==> src/design/assert_macros.svh <==
// ----------------------------------------------------------------------------
// Assertion macros
// Shared concurrent assertion forms, clocked on clk and disabled in reset.
// ----------------------------------------------------------------------------
`ifndef ASSERT_MACROS_SVH
`define ASSERT_MACROS_SVH

// Same-cycle implication
`define PSM_ASSERT_IMP(lbl, ante, cons) \
  lbl: assert property (@(posedge clk) disable iff (!rst_n) (ante) |-> (cons)) \
    else $error("assertion failed: same-cycle implication");

// Next-cycle implication
`define PSM_ASSERT_NXT(lbl, ante, cons) \
  lbl: assert property (@(posedge clk) disable iff (!rst_n) (ante) |=> (cons)) \
    else $error("assertion failed: next-cycle implication");

`endif

==> src/design/psm_pkg.sv <==
// ----------------------------------------------------------------------------
// psm_pkg
// Types and constants for the pixel stack median pipeline.
// ----------------------------------------------------------------------------
package psm_pkg;

  localparam int SAMPLE_W         = 8;
  localparam int NUM_SAMPLES      = 9;
  localparam int COUNT_W          = 4;
  localparam int MAX_IMAGES       = 9;
  localparam int MAX_COUNT        = (MAX_IMAGES < NUM_SAMPLES) ? MAX_IMAGES : NUM_SAMPLES;
  localparam int LAYERS_PER_STAGE = 3;
  localparam int SORT_STAGES      = 3;
  localparam int PIPE_LATENCY     = SORT_STAGES + 2;

  localparam logic [COUNT_W-1:0]  COUNT_RESET = COUNT_W'(9);
  localparam logic [SAMPLE_W-1:0] SAMPLE_PAD  = {SAMPLE_W{1'b1}};

  typedef logic [SAMPLE_W-1:0]                  sample_t;
  typedef logic [COUNT_W-1:0]                   count_t;
  typedef logic [NUM_SAMPLES-1:0][SAMPLE_W-1:0] sample_vec_t;

  typedef struct packed {
    logic        valid;
    count_t      count;
    sample_vec_t samples;
  } psm_stage_t;

endpackage

==> src/design/pixel_stack_median.sv <==
// ----------------------------------------------------------------------------
// pixel_stack_median
// Temporal median over a stack of co-located pixel samples.
// ----------------------------------------------------------------------------
// Usage:
//   Input: drive in_sample_0..in_sample_8 and pulse start; a transfer takes
//   place on every edge with start high and busy low. busy is never raised,
//   so one item may be sent every cycle.
//   Only the first image_count samples take part; a count of zero acts as
//   one and counts above nine act as nine.
//   Configuration: cfg_data carries image_count, written on an edge with
//   cfg_valid and cfg_ready high. cfg_ready is always high. Write only while
//   no item is in flight.
//   Output: out_median_value is shown for one cycle with out_valid high,
//   once the item has passed one entry register, three sort stages of
//   three compare-exchange layers each, and one output register.
//   Throughput is one item per clock.
//   Reset: synchronous, active low; clears the pipeline valids and sets
//   image_count to nine. The receiver cannot stall the output.
// ----------------------------------------------------------------------------
module pixel_stack_median import psm_pkg::*; (
  input  logic                clk,
  input  logic                rst_n,
  input  logic                start,
  output logic                busy,
  input  logic [SAMPLE_W-1:0] in_sample_0,
  input  logic [SAMPLE_W-1:0] in_sample_1,
  input  logic [SAMPLE_W-1:0] in_sample_2,
  input  logic [SAMPLE_W-1:0] in_sample_3,
  input  logic [SAMPLE_W-1:0] in_sample_4,
  input  logic [SAMPLE_W-1:0] in_sample_5,
  input  logic [SAMPLE_W-1:0] in_sample_6,
  input  logic [SAMPLE_W-1:0] in_sample_7,
  input  logic [SAMPLE_W-1:0] in_sample_8,
  output logic                out_valid,
  output logic [SAMPLE_W-1:0] out_median_value,
  input  logic                cfg_valid,
  output logic                cfg_ready,
  input  logic [COUNT_W-1:0]  cfg_data
);

  `include "assert_macros.svh"

  count_t      image_count_r;
  count_t      eff_count;
  sample_vec_t in_vec;

  logic        entry_valid_r;
  count_t      entry_count_r;
  sample_vec_t entry_samples_r;
  sample_vec_t entry_samples_nxt;

  psm_stage_t  pipe [SORT_STAGES+1];

  logic        out_valid_r;
  sample_t     out_median_r;
  sample_t     median_nxt;
  logic        sorted_ok;

  assign busy      = 1'b0;
  assign cfg_ready = 1'b1;

  always_ff @(posedge clk) begin
    if (!rst_n) begin
      image_count_r <= COUNT_RESET;
    end else if (cfg_valid && cfg_ready) begin
      image_count_r <= cfg_data;
    end
  end

  always_comb begin
    if (image_count_r == '0) begin
      eff_count = count_t'(1);
    end else if (image_count_r > count_t'(MAX_COUNT)) begin
      eff_count = count_t'(MAX_COUNT);
    end else begin
      eff_count = image_count_r;
    end
  end

  assign in_vec = {in_sample_8, in_sample_7, in_sample_6, in_sample_5, in_sample_4,
                   in_sample_3, in_sample_2, in_sample_1, in_sample_0};

  // unused images padded with full scale so they sort to the top
  always_comb begin
    for (int i = 0; i < NUM_SAMPLES; i++) begin
      entry_samples_nxt[i] = (count_t'(i) < eff_count) ? in_vec[i] : SAMPLE_PAD;
    end
  end

  always_ff @(posedge clk) begin
    if (!rst_n) begin
      entry_valid_r <= 1'b0;
    end else begin
      entry_valid_r <= start && !busy;
    end
  end

  always_ff @(posedge clk) begin
    entry_count_r   <= eff_count;
    entry_samples_r <= entry_samples_nxt;
  end

  assign pipe[0] = '{valid: entry_valid_r, count: entry_count_r, samples: entry_samples_r};

  for (genvar g = 0; g < SORT_STAGES; g++) begin : g_sort
    psm_sort_stage #(
      .FIRST_LAYER (g * LAYERS_PER_STAGE)
    ) u_stage (
      .clk       (clk),
      .rst_n     (rst_n),
      .stage_in  (pipe[g]),
      .stage_out (pipe[g+1])
    );
  end

  always_comb begin
    count_t                mid;
    sample_t               hi;
    sample_t               lo;
    logic [SAMPLE_W:0]     sum;
    mid = {1'b0, pipe[SORT_STAGES].count[COUNT_W-1:1]};
    hi  = '0;
    lo  = '0;
    for (int i = 0; i < NUM_SAMPLES; i++) begin
      if (count_t'(i) == mid) begin
        hi = pipe[SORT_STAGES].samples[i];
      end
      if (count_t'(i + 1) == mid) begin
        lo = pipe[SORT_STAGES].samples[i];
      end
    end
    sum = {1'b0, hi} + {1'b0, lo};
    if (pipe[SORT_STAGES].count[0]) begin
      median_nxt = hi;
    end else begin
      median_nxt = sum[SAMPLE_W:1];
    end
  end

  always_ff @(posedge clk) begin
    if (!rst_n) begin
      out_valid_r <= 1'b0;
    end else begin
      out_valid_r <= pipe[SORT_STAGES].valid;
    end
  end

  always_ff @(posedge clk) begin
    out_median_r <= median_nxt;
  end

  assign out_valid        = out_valid_r;
  assign out_median_value = out_median_r;

  always_comb begin
    sorted_ok = 1'b1;
    for (int i = 0; i < NUM_SAMPLES - 1; i++) begin
      if (pipe[SORT_STAGES].samples[i] > pipe[SORT_STAGES].samples[i+1]) begin
        sorted_ok = 1'b0;
      end
    end
  end

  `PSM_ASSERT_IMP(a_sorted, pipe[SORT_STAGES].valid, sorted_ok)
  `PSM_ASSERT_IMP(a_count_range, entry_valid_r,
                  (entry_count_r != '0) && (entry_count_r <= count_t'(MAX_COUNT)))
  `PSM_ASSERT_IMP(a_out_origin, out_valid, $past(start && !busy, PIPE_LATENCY))
  `PSM_ASSERT_NXT(a_cfg_write, cfg_valid && cfg_ready, image_count_r == $past(cfg_data))

endmodule

==> src/design/psm_sort_stage.sv <==
// ----------------------------------------------------------------------------
// psm_sort_stage
// Three odd-even transposition layers followed by a pipeline register.
// ----------------------------------------------------------------------------
module psm_sort_stage import psm_pkg::*; #(
  parameter int FIRST_LAYER = 0
) (
  input  logic       clk,
  input  logic       rst_n,
  input  psm_stage_t stage_in,
  output psm_stage_t stage_out
);

  logic        valid_r;
  count_t      count_r;
  sample_vec_t samples_r;
  sample_vec_t samples_nxt;

  always_comb begin
    sample_t tmp;
    tmp         = '0;
    samples_nxt = stage_in.samples;
    for (int l = 0; l < LAYERS_PER_STAGE; l++) begin
      for (int i = 0; i < NUM_SAMPLES - 1; i++) begin
        if (((i + FIRST_LAYER + l) & 1) == 0) begin
          if (samples_nxt[i] > samples_nxt[i+1]) begin
            tmp              = samples_nxt[i];
            samples_nxt[i]   = samples_nxt[i+1];
            samples_nxt[i+1] = tmp;
          end
        end
      end
    end
  end

  always_ff @(posedge clk) begin
    if (!rst_n) begin
      valid_r <= 1'b0;
    end else begin
      valid_r <= stage_in.valid;
    end
  end

  always_ff @(posedge clk) begin
    count_r   <= stage_in.count;
    samples_r <= samples_nxt;
  end

  assign stage_out = '{valid: valid_r, count: count_r, samples: samples_r};

endmodule
==> config.mk <==
export PLATFORM = sky130hd
export DESIGN_NAME = pixel_stack_median
export DESIGN_NICKNAME = d
export VERILOG_FILES = /design/src/design/psm_pkg.sv /design/src/design/pixel_stack_median.sv /design/src/design/psm_sort_stage.sv
export VERILOG_INCLUDE_DIRS = /design/src /design/src/design
export SDC_FILE = /design/constraint.sdc
export NUM_CORES = 1
export LEC_CHECK = 0
export BUFFER_PORTS_ARGS = -buffer_cell sky130_fd_sc_hd__buf_2
export CAP_MARGIN = 20
export CORE_ASPECT_RATIO = 1.4
export CORE_MARGIN = 5
export CORE_UTILIZATION = 57
export DETAILED_ROUTE_END_ITERATION = 10
export PLACE_DENSITY = 0.77
export SETUP_SLACK_MARGIN = 0.1
export SYNTH_ARGS = -nofsm -noshare
export SYNTH_HDL_FRONTEND = slang
export SYNTH_SLANG_ARGS = --single-unit
==> constraint.sdc <==
create_clock -name clk -period 6.5 [get_ports clk]
set_clock_uncertainty 0.15 [all_clocks]
set_input_delay 0.975 -clock clk [delete_from_list [all_inputs] [get_ports clk]]
set_output_delay 0.975 -clock clk [all_outputs]
set_load 0.01 [all_outputs]
==> results.py <==
metrics = {
    "cts": {
        "clock_tree.root_cell": "sky130_fd_sc_hd__clkbuf_16",
        "cts_buffer_count": 30,
        "cts-root-to-sink-buffers": 3,
        "clock_tree.htree_level_count": 1,
        "clock_latency_ns": 0.58,
        "cts.sinks": 313,
        "cts.hold.buffers_added": 0,
        "clk_pin_slew_ns": 0.07,
        "cts_tree": "built",
    },
    "final_layout": {
        "area_taken_by_flip_flops_and_latches_um2": 6267,
        "mostFrequentLayoutCell": "sky130_fd_sc_hd__dfxtp_1",
        "drive_gt1_frac": 0.1649,
        "count_of_inserted_antenna_diode_cells": 0,
        "fillerInstances": 3338,
        "final_core_utilization": 0.6348,
        "multiInputGateArea_um2": 14950,
        "commonest_non_fill_non_tap_cells_in_the_layout": "312 x sky130_fd_sc_hd__dfxtp_1, 296 x sky130_fd_sc_hd__mux2i_1, 275 x sky130_fd_sc_hd__ha_1",
        "flow.area_growth_from_synthesis_pct": 10.53,
        "nNetsFinal": 3042,
    },
    "sta": {
        "fin_setup_tns_ns": 0,
        "grt_setup_unrepaired": "true",
        "report.final.hold_viol_count": 0,
        "hold_slack_ns": 0.1955,
        "worst_pin_slew_ns": 1.035,
        "fmax_mhz": 163.8,
        "maxSlewHeadroom": 0.3103,
        "final_max_slew_viol_count": 0,
        "period_needed_ns": 6.105,
        "timing.final.crit_share": 0.9392,
        "setup_viol": 0,
        "final_critical_path_setup_slack_ns": 0.3953,
    },
    "die": {
        "floorplan.core_area_um2": 39280,
        "floorplan.die.width_um": 178.1,
        "die_h_um": 245.4,
        "floorplan.io_pins": 91,
        "std_cell_rows": 86,
        "initial_utilization": 0.5743,
        "die_footprint_um2": 43710,
    },
    "global_route": {
        "global_route_wire_length_before_repair_mm": 92.16,
        "number_of_global_route_vias_before_repair": 19084,
        "grt_max_degree": 47,
        "initial_antenna_violation_count": 0,
        "overflow": 0,
        "grt_usage": 0.2536,
    },
    "worst_setup_path": {
        "worst_ep_arrival_time_ns": 6.44,
        "critical-path-max-stage-delay_ns": 0.44,
        "startpoint_type": "flip-flop",
        "critical_path_peak_fanout": 16,
        "critPathRequiredTime_ns": 6.84,
        "worst_path_most_repeated_cell": "sky130_fd_sc_hd__o21ai_0",
        "endpoint_kind": "flip-flop",
        "timing_worst_setup_path_type": "reg -> reg",
        "timing.critical_path.slowest_stage_cell": "sky130_fd_sc_hd__or3_1",
    },
    "synthesis": {
        "async_reset_ff_frac": 0,
        "syn_nets": 2952,
        "synth_cell_types": 83,
        "post_synth_instance_area_um2": 22560,
        "post_synth.cell_area_avg_um2": 8.689,
        "synth_seq_cells": 313,
        "edff_count_synth": 0,
        "synthesis.yosys.warnings": 0,
        "synth.yosys.seq_area_share": 0.2778,
        "ys.flop_type": "sky130_fd_sc_hd__dfxtp_1",
        "post_synth_inst_count": 2596,
    },
    "status": {
        "status": "finished clean",
    },
    "route": {
        "remaining_drc_errors": 0,
        "drt_first_pass_iters": 6,
        "viasPerCell": 5.855,
        "vias": 18958,
        "wl_per_cell_um": 17.49,
        "drtIter0Drc": 781,
        "ant_nets_after_route": 0,
        "postRouteWirelength_mm": 56.64,
    },
    "place": {
        "hpwl_mm": 45.72,
        "place.port_buffers": 88,
        "dp_worst_setup_slack_ns": 0.04720,
        "place_congestion": 0.9355,
    },
    "flow_run": {
        "drv_cap": 0,
    },
    "min_path": {
        "hp-class": "reg -> reg",
    },
}
==> per-layer routing <==
metal,GRT usage,vias up,wire length [um]
met2,0.4751,488,29290
met3,0.02538,187,2018
met4,0.1348,0,3204
met5,0,-,0
li1,-,9398,-
met1,0.2775,8885,22120
==> per-stage QoR <==
| step | cells | cell area, um2 |
|---|---|---|
| 2_1_floorplan | 2596 | 22560 |
| 3_3_place_gp | 3174 | 23730 |
| 3_5_place_dp | 3175 | 23740 |
| 4_1_cts | 3231 | 24760 |
| 5_1_grt | 3238 | 24930 |
| 6_report | 3238 | 24930 |
==> cell usage after synthesis (6+ instances only) <==
cell,n,area share
sky130_fd_sc_hd__dfxtp_1,313,0.28
sky130_fd_sc_hd__mux2i_1,301,0.13
sky130_fd_sc_hd__ha_1,275,0.15
sky130_fd_sc_hd__inv_1,273,0.045
sky130_fd_sc_hd__a21oi_1,197,0.044
sky130_fd_sc_hd__nor2_1,176,0.029
sky130_fd_sc_hd__mux2_2,129,0.064
sky130_fd_sc_hd__o21ai_0,128,0.028
sky130_fd_sc_hd__nand2_1,115,0.019
sky130_fd_sc_hd__clkbuf_1,69,0.011
sky130_fd_sc_hd__or2_2,65,0.018
sky130_fd_sc_hd__nand3_1,62,0.014
sky130_fd_sc_hd__a21o_1,48,0.016
sky130_fd_sc_hd__nand4_1,46,0.013
sky130_fd_sc_hd__nor2b_1,45,0.012
sky130_fd_sc_hd__nand2b_1,34,0.0094
sky130_fd_sc_hd__o211ai_1,25,0.0083
sky130_fd_sc_hd__o21a_1,25,0.0083
sky130_fd_sc_hd__and3_1,19,0.0053
sky130_fd_sc_hd__a211oi_1,17,0.0057
sky130_fd_sc_hd__and2_1,17,0.0047
sky130_fd_sc_hd__buf_1,14,0.0023
sky130_fd_sc_hd__buf_2,13,0.0029
sky130_fd_sc_hd__o31ai_1,13,0.0043
sky130_fd_sc_hd__o21ai_1,12,0.0027
sky130_fd_sc_hd__o221ai_1,12,0.0047
sky130_fd_sc_hd__xnor2_1,9,0.0035
sky130_fd_sc_hd__a221oi_1,8,0.0031
sky130_fd_sc_hd__a32oi_1,8,0.0031
sky130_fd_sc_hd__o311a_1,8,0.0036
sky130_fd_sc_hd__o211a_1,7,0.0031
sky130_fd_sc_hd__a22oi_1,6,0.0020
sky130_fd_sc_hd__a31oi_1,6,0.0017
sky130_fd_sc_hd__nor3_1,6,0.0013
sky130_fd_sc_hd__o22ai_1,6,0.0017
==> flip-flops by register name, summed over array words and instances (netlist names) <==
signal	count
g_sort.u_stage.stage_out	208
entry_samples_r	72
g_sort.u_stage.count_r	12
out_median_value	8
entry_count_r	4
image_count_r	4
g_sort.u_stage.valid_r	3
entry_valid_r	1
out_valid	1
==> cells by family (layout without fill, tap and decap cells) <==
logic type,count (synthesis),in the layout,share of synthesized area
XOR/XNOR,14,14,0.005436
adder cells (fa/ha/maj),279,279,0.1548
other,2,2,0.0003329
AO/OA/AOI/OAI,575,575,0.1624
buffers and inverters,376,490,0.06495
multiplexers,437,437,0.2027
AND/OR/NAND/NOR,600,600,0.1315
flip-flops,313,313,0.2778
==> worst paths after layout <==
kind                                           startpoint                                       to  slack (ns)  depth (start not counted)
hold / removal       g_sort[1].u_stage.count_r[1]$_DFF_P_     g_sort[2].u_stage.count_r[1]$_DFF_P_        0.20                          0
setup reg to reg  g_sort[0].u_stage.stage_out[67]$_DFF_P_  g_sort[1].u_stage.stage_out[48]$_DFF_P_        0.40                         28
hold reg to reg      g_sort[1].u_stage.count_r[1]$_DFF_P_     g_sort[2].u_stage.count_r[1]$_DFF_P_        0.20                          0
setup / recovery  g_sort[0].u_stage.stage_out[67]$_DFF_P_  g_sort[1].u_stage.stage_out[48]$_DFF_P_        0.40                         28
==> critical path: cells and delay by family (launching register included) <==
kind / cells / cell delay [ns]
compound gates: 15 / 2.74
simple gates: 6 / 1.18
fa+ha+maj: 3 / 0.93
buf+inv: 4 / 0.64
flops: 1 / 0.37
==> repair_timing <==
item / CTS / global route
endpoints found under the setup margin: 3 / 185
pin swaps: 0 / 3
gates resized for setup: 1 / 24
setup buffers: 0 / 7
==> area by class of cell <==
type,count,area share
inverter,273,0.04110
clock buffer,44,0.03548
multi-input combinational,1907,0.5997
sequential,313,0.2514
tap,528,0.02650
timing repair buffer,161,0.04035
clock inverter,12,0.005470
Power is left out: the tool's default activity adds up to more than one toggle a clock period on the data nets, which glitch-free logic cannot reach.
